## config.mk

```make
export PLATFORM = sky130hd
export DESIGN_NAME = sha1_hash_engine_core
export DESIGN_NICKNAME = d
export VERILOG_FILES = /design/src/rtl/sha1_pkg.sv /design/src/rtl/sha1_round.sv /design/src/rtl/sha1_hash_engine_core.sv
export SDC_FILE = /design/constraint.sdc
export NUM_CORES = 2
export LEC_CHECK = 0
export ABC_AREA = 1
export BUFFER_PORTS_ARGS = -buffer_cell sky130_fd_sc_hd__buf_2
export CAP_MARGIN = 30
export CORE_UTILIZATION = 25
export DETAILED_ROUTE_END_ITERATION = 12
export SLEW_MARGIN = 20
export SYNTH_ARGS = -nofsm -noshare
export SYNTH_HDL_FRONTEND = slang
export SYNTH_HIERARCHICAL = 1
export SYNTH_SLANG_ARGS = --single-unit
```

## constraint.sdc

```tcl
create_clock -name clk -period 9.6 [get_ports clk]
set_input_delay 0.48 -clock clk [delete_from_list [all_inputs] [get_ports clk]]
set_output_delay 0.48 -clock clk [all_outputs]
set_load 0.02 [all_outputs]
```

## src/rtl/sha1_pkg.sv

```systemverilog
`default_nettype none
package sha1_pkg;
	localparam logic [1:0] ACT_ABSORB   = 2'd0;
	localparam logic [1:0] ACT_FINALIZE = 2'd1;
	localparam logic [1:0] ACT_RESTART  = 2'd2;

	localparam logic [31:0] H_INIT [5] = '{32'h67452301, 32'hefcdab89, 32'h98badcfe,
		32'h10325476, 32'hc3d2e1f0};

	localparam logic [7:0] PAD_BYTE = 8'h80;

	typedef logic [31:0] word_t;

	typedef struct packed {
		logic start;
		logic busy;
		logic done;
	} rnd_ctl_t;

	function automatic word_t round_k(input logic [6:0] r);
		word_t k;
		if (r < 7'd20) begin
			k = 32'h5A827999;
		end else if (r < 7'd40) begin
			k = 32'h6ED9EBA1;
		end else if (r < 7'd60) begin
			k = 32'h8F1BBCDC;
		end else begin
			k = 32'hCA62C1D6;
		end
		return k;
	endfunction

	function automatic word_t round_f(input logic [6:0] r, input word_t b, input word_t c,
		input word_t d);
		word_t f;
		if (r < 7'd20) begin
			f = (b & c) | (~b & d);
		end else if (r < 7'd40) begin
			f = b ^ c ^ d;
		end else if (r < 7'd60) begin
			f = (b & c) | (b & d) | (c & d);
		end else begin
			f = b ^ c ^ d;
		end
		return f;
	endfunction
endpackage
`default_nettype wire

```

## src/rtl/sha1_round.sv

```systemverilog
`default_nettype none
module sha1_round (
	input  wire logic               clk,
	input  wire logic               arst_n,
	input  wire logic               start,
	input  wire sha1_pkg::word_t    hin [5],
	input  wire sha1_pkg::word_t    win,
	output sha1_pkg::word_t         hout [5],
	output logic [3:0]              widx,
	output sha1_pkg::rnd_ctl_t      ctl
);
	logic [6:0]       r_q;
	logic             busy_q;
	logic             done_q;
	sha1_pkg::word_t  v_q [5];
	sha1_pkg::word_t  w_q [16];
	sha1_pkg::word_t  w;
	sha1_pkg::word_t  wx;
	sha1_pkg::word_t  t;
	logic [3:0]       i0;

	assign i0 = r_q[3:0];
	assign widx = i0;
	assign wx = w_q[i0 - 4'd3] ^ w_q[i0 - 4'd8] ^ w_q[i0 - 4'd14] ^ w_q[i0];
	assign w = (r_q < 7'd16) ? win : {wx[30:0], wx[31]};
	assign t = {v_q[0][26:0], v_q[0][31:27]} + sha1_pkg::round_f(r_q, v_q[1], v_q[2], v_q[3])
		+ v_q[4] + w + sha1_pkg::round_k(r_q);

	always_ff @(posedge clk or negedge arst_n) begin
		if (!arst_n) begin
			busy_q <= 1'b0;
			done_q <= 1'b0;
			r_q <= '0;
		end else begin
			done_q <= 1'b0;
			if (start) begin
				busy_q <= 1'b1;
				r_q <= '0;
			end else if (busy_q) begin
				if (r_q == 7'd79) begin
					busy_q <= 1'b0;
					done_q <= 1'b1;
				end
				r_q <= r_q + 7'd1;
			end
		end
	end

	always_ff @(posedge clk) begin
		if (start) begin
			for (int i = 0; i < 5; i++) v_q[i] <= hin[i];
		end else if (busy_q) begin
			w_q[i0] <= w;
			v_q[0] <= t;
			v_q[1] <= v_q[0];
			v_q[2] <= {v_q[1][1:0], v_q[1][31:2]};
			v_q[3] <= v_q[2];
			v_q[4] <= v_q[3];
		end
	end

	always_comb begin
		for (int i = 0; i < 5; i++) hout[i] = hin[i] + v_q[i];
	end

	assign ctl = '{start: start, busy: busy_q, done: done_q};
endmodule
`default_nettype wire

```

## src/rtl/sha1_hash_engine_core.sv

```systemverilog
`default_nettype none
// channel | dir | handshake        | payload
// in      | in  | in_valid/in_stall  | action, data_byte
// out     | out | out_valid/out_stall| digest_word, word_index, last_word
// Absorb stores one byte; every 64th byte then stalls the input for a block pass:
// a start of the shared round unit, 80 rounds, and a fold. Finalize runs one or two
// block passes, then five result requests. Reset loads the initial chain and zero
// count. in_stall is high while any pass or output runs.
module sha1_hash_engine_core (
	input  wire logic        clk,
	input  wire logic        arst_n,
	input  wire logic        in_valid,
	output logic             in_stall,
	input  wire logic [1:0]  action,
	input  wire logic [7:0]  data_byte,
	output logic             out_valid,
	input  wire logic        out_stall,
	output logic [31:0]      digest_word,
	output logic [2:0]       word_index,
	output logic             last_word
);
	localparam logic [2:0] ST_IDLE = 3'd0;
	localparam logic [2:0] ST_ABS  = 3'd1;
	localparam logic [2:0] ST_PAD1 = 3'd2;
	localparam logic [2:0] ST_PAD2 = 3'd3;
	localparam logic [2:0] ST_OUT  = 3'd4;

	logic [2:0]       st_q;
	logic [60:0]      cnt_q;
	logic [31:0]      buf_q [16];
	logic [31:0]      bw;
	sha1_pkg::word_t  ch_q [5];
	sha1_pkg::word_t  fh_q [5];
	logic             start;
	sha1_pkg::word_t  hin [5];
	sha1_pkg::word_t  hout [5];
	sha1_pkg::word_t  win;
	logic [3:0]       widx;
	sha1_pkg::rnd_ctl_t ctl;
	logic [5:0]       pos_q;
	logic [63:0]      bits_q;
	logic             two_q;
	logic             pass2_q;
	logic [2:0]       oi_q;
	logic             acc;
	logic [7:0]       pb [4];

	assign in_stall = (st_q != ST_IDLE) || ctl.busy || start;
	assign acc = in_valid && !in_stall;
	assign bw = buf_q[widx];

	always_comb begin
		for (int j = 0; j < 4; j++) begin
			logic [5:0] p;
			logic [7:0] mb;
			p = {widx, 2'(j)};
			mb = bw[31 - 8 * j -: 8];
			if (st_q == ST_ABS) begin
				pb[j] = mb;
			end else if (!pass2_q && two_q) begin
				pb[j] = (p < pos_q) ? mb : (p == pos_q) ? sha1_pkg::PAD_BYTE : 8'd0;
			end else if (p >= 6'd56) begin
				pb[j] = bits_q[6'(63 - 8 * (p - 6'd56)) -: 8];
			end else if (two_q) begin
				pb[j] = 8'd0;
			end else begin
				pb[j] = (p < pos_q) ? mb : (p == pos_q) ? sha1_pkg::PAD_BYTE : 8'd0;
			end
		end
	end
	assign win = {pb[0], pb[1], pb[2], pb[3]};

	always_comb begin
		for (int i = 0; i < 5; i++) hin[i] = (st_q == ST_ABS) ? ch_q[i] : fh_q[i];
	end

	sha1_round u_round (
		.clk(clk), .arst_n(arst_n), .start(start), .hin(hin), .win(win),
		.hout(hout), .widx(widx), .ctl(ctl)
	);

	always_ff @(posedge clk) begin
		if (acc && action == sha1_pkg::ACT_ABSORB)
			buf_q[cnt_q[5:2]][{~cnt_q[1:0], 3'b000} +: 8] <= data_byte;
	end

	always_ff @(posedge clk or negedge arst_n) begin
		if (!arst_n) begin
			st_q <= ST_IDLE;
			cnt_q <= '0;
			start <= 1'b0;
			oi_q <= '0;
			pass2_q <= 1'b0;
			pos_q <= '0;
			bits_q <= '0;
			two_q <= 1'b0;
			for (int i = 0; i < 5; i++) ch_q[i] <= sha1_pkg::H_INIT[i];
			for (int i = 0; i < 5; i++) fh_q[i] <= sha1_pkg::H_INIT[i];
		end else begin
			start <= 1'b0;
			case (st_q)
				ST_IDLE: begin
					if (acc) begin
						case (action)
							sha1_pkg::ACT_ABSORB: begin
								cnt_q <= cnt_q + 61'd1;
								if (cnt_q[5:0] == 6'd63) begin
									st_q <= ST_ABS;
									start <= 1'b1;
								end
							end
							sha1_pkg::ACT_FINALIZE: begin
								pos_q <= cnt_q[5:0];
								bits_q <= {cnt_q, 3'd0};
								two_q <= cnt_q[5:0] >= 6'd56;
								pass2_q <= 1'b0;
								for (int i = 0; i < 5; i++) fh_q[i] <= ch_q[i];
								st_q <= ST_PAD1;
								start <= 1'b1;
							end
							sha1_pkg::ACT_RESTART: begin
								cnt_q <= '0;
								for (int i = 0; i < 5; i++) ch_q[i] <= sha1_pkg::H_INIT[i];
							end
							default: begin
							end
						endcase
					end
				end
				ST_ABS: begin
					if (ctl.done) begin
						for (int i = 0; i < 5; i++) ch_q[i] <= hout[i];
						st_q <= ST_IDLE;
					end
				end
				ST_PAD1: begin
					if (ctl.done) begin
						for (int i = 0; i < 5; i++) fh_q[i] <= hout[i];
						if (two_q) begin
							pass2_q <= 1'b1;
							start <= 1'b1;
							st_q <= ST_PAD2;
						end else begin
							oi_q <= '0;
							st_q <= ST_OUT;
						end
					end
				end
				ST_PAD2: begin
					if (ctl.done) begin
						for (int i = 0; i < 5; i++) fh_q[i] <= hout[i];
						oi_q <= '0;
						st_q <= ST_OUT;
					end
				end
				ST_OUT: begin
					if (!out_stall) begin
						oi_q <= oi_q + 3'd1;
						if (oi_q == 3'd4) st_q <= ST_IDLE;
					end
				end
				default: st_q <= ST_IDLE;
			endcase
		end
	end

	assign out_valid = (st_q == ST_OUT);
	assign digest_word = fh_q[oi_q];
	assign word_index = oi_q;
	assign last_word = (oi_q == 3'd4);
endmodule
`default_nettype wire
```

==> impl_results.md <==
- Gpl congestion: 0.972
- GR Util met3: 0.0247
- Met1 global-route usage: 0.218
- Cell type with the highest occurrence count on the critical path: sky130_fd_sc_hd__o21ai_0
- Relative contribution of sequential cells to total power: 0.516
- Detailed Route WL: 323000 um
- Period Utilization, post-route: 0.896
- Run status: completed
- DIE HEIGHT: 619 um
- Kind of path behind the tightest hold check: in2reg
- Nets@finish: 11.4k
- Logic pwr share: 0.005
- Remaining antenna violation count: 0
- Clock slew at reported path FFs: roughly 0.070 ns
- Crit path to: u_round/v_q[0][27]$_DFFE_PP_
- Critical path type: reg2reg
- Max Clk Rate: 116 MHz
- Nets in the synthesized netlist: 11.6k
- Count of cells resized by post-cts repair: 0
- Commonest cells after routing, fill and taps aside: sky130_fd_sc_hd__nand2_1 (2809), sky130_fd_sc_hd__o21ai_0 (1342), sky130_fd_sc_hd__edfxtp_1 (1184), sky130_fd_sc_hd__inv_1 (1089), sky130_fd_sc_hd__a21oi_1 (904)
- R2R cell count: 29
- Minimum clock period after layout: 8.60 ns
- Initial antenna violation count: 3
- Startpoint kind of the worst setup timing path: flop
- Maximum number of pins on one net before global-route repair: 205
- Final setup violation count: 0
- Cts bufs inserted: 183
- Fraction of layout cells with a size suffix above 1: 0.0688
- Cell chosen for the clock root: sky130_fd_sc_hd__clkbuf_16
- TritonCTS clock tree: built
- Count of pins on the block boundary: 52
- Latest clock arrival within the worst-skew pair: about 0.9 ns
- Mean instance size in the synthesized netlist: 8.46 um^2
- CP peak stage delay: 0.78 ns
- Proportion of power drawn by the clock network: 0.479
- Most common library cell in the layout ignoring fill and taps: sky130_fd_sc_hd__nand2_1
- Slew HR: 0.282
- Overall fraction of global-route tracks in use: 0.163
- Startpoint of the tightest hold check path: data_byte[0]
- Final TNS setup: 0 ns
- Final Slew Violations: 0
- Total Die Area: between 300000 and 400000 um^2
- Via count: 79.4k
- Number of iterations in the first detailed-routing pass: 6
- Number of global-route vias before repair: 73.0k
- Critical path required time: 10.21 ns
- Number of warnings printed during yosys synthesis: 6
- Number of fillers in the final layout: 40.0k
- Dpl cell area: 100000 um^2
- Register-to-register setup slack: about 1 ns
- Total gr overflow: 0
- Reg-to-reg startpoint: u_round/r_q[0]$_DFFE_PN0P_
- Capture instance of the worst register-to-register path: u_round/v_q[0][27]$_DFFE_PP_
- Launching instance or port of the critical path: u_round/r_q[0]$_DFFE_PN0P_
- Total clock sinks: 1644
- Setup repair after global routing missed its margin: no
- Maxcap violations: 0
- Row count: 226
- Vias per cell: 4.90
- Category of the worst setup path capture point: flop
- Internal Power: 0.0115 W
- Switching power as a share of total power: 0.211
- Die W: just over 600 um
- Final routed DRC violation total: 0
- Post-route cell area: roughly 110000 um^2
- Ratio of total power to cell area: 137 nW/um^2
- Skew final: 0.106 ns
- Routed wirelength normalized by instance count: about 20 um
- Global-route wire length before repair: 475000 um
- Maximum ir drop on the vdd rail: 0.146 mV
- Top fanout value on the critical path: 76
- Met2 Resource Use GR: 0.255
- Layer with the highest usage: met2
- Summed instance area of the synthesized netlist: around 95000 um^2
- Power dissipated by switching net loads: 0.00309 W
- Worst path slowest cell: sky130_fd_sc_hd__dfrtp_4
- Clock buffer depth: 4
- Critical path arrival: between 9 and 10 ns
- Post-synthesis cell count: 11.2k
- Core area: 379000 um^2
- Leak Pwr: roughly 43 nW
- Initial Utilization: 0.251
- Relative area change from synthesis to final layout: 12.0%
- Detailed-placement wirelength estimate: ~220000 um
- Transition at the pin with the smallest max-transition slack: about 1.1 ns
- Number of H-tree levels: 4
- I/O Buffers: 51
- Hold Fails Final Rpt: 0
- Violation count after the first detailed-route iteration: between 8k and 9k
## stage by stage
stage	instances	util	worst slack (ns)	hold slack (ns)	total power [W]
floorplan	11200	-	2.95	0.184	0.00770
global placement	15800	0.265	1.14	0.451	0.00776
detailed placement	15900	0.265	1.31	0.445	0.00776
CTS	16200	0.280	1.17	0.0155	0.0148
global route	16200	0.281	0.537	0.0531	0.0150
finish	16200	0.281	0.996	0.0666	0.0146
## final cells by class
cell class	instances	area (um^2)	share of cell area
diodes	6	15.0	0.000141
clock buffers	234	4990	0.0469
clock inverters	89	778	0.00731
inverters	1116	4230	0.0398
multi-input cells	7869	40900	0.384
flip-flops and latches	1644	47300	0.444
well taps	5016	6280	0.0589
repair buffers	243	2030	0.0191
## power groups by stage
stage / Clock [W] / Combinational, W / Sequential, W
floorplan: 0 / 0.00000792 / 0.00769
global placement: 0 / 0.0000695 / 0.00769
detailed placement: 0 / 0.0000712 / 0.00769
CTS: 0.00713 / 0.0000732 / 0.00755
global route: 0.00736 / 0.0000831 / 0.00754
finish: 0.00702 / 0.0000746 / 0.00755
## sequential cells by signal (all words and copies together) (netlist names), 3 cells and up
signal / count
u_round/w_q: 512
ch_q: 160
st_q: 3
bits_q: 56
pos_q: 5
fh_q: 160
cnt_q: 61
u_round/v_q: 160
word_index: 3
u_round/r_q: 7
buf_q: 512
## worst max-delay path: cells and delay by family, from the launching register on
kind            cells  cell delay [ns]
flops               1             0.78
compound gates     11             2.39
fa+ha+maj           5             2.70
simple gates        7             1.15
buf+inv             5             0.92
xor+xnor            1             0.20
## per-layer routing
metal | up-vias | share of wire
met1 | 38000 | 0.43
met3 | 608 | 0.077
met5 | - | 0
met2 | 3200 | 0.44
met4 | 0 | 0.054
li1 | 37600 | -
## how the worst min path moves through the flow
stage	depth (start not counted)	to	slack, ns
floorplan	0	bits_q[10]$_DFFE_PN0P_	0.18
global placement	1	ch_q[102]$_DFFE_PN0P_	0.45
detailed placement	1	ch_q[102]$_DFFE_PN0P_	0.44
CTS	3	buf_q[14][0]$_DFFE_PP_	0.02
global route	3	buf_q[13][0]$_DFFE_PP_	0.05
finish	3	buf_q[14][0]$_DFFE_PP_	0.07
## repair_timing
item | CTS | global route
endpoints found under the hold margin | 53 | 0
buffers inserted | 0 | 0
hold buffers | 3 | 0
Power figures use the tool's default switching activity.
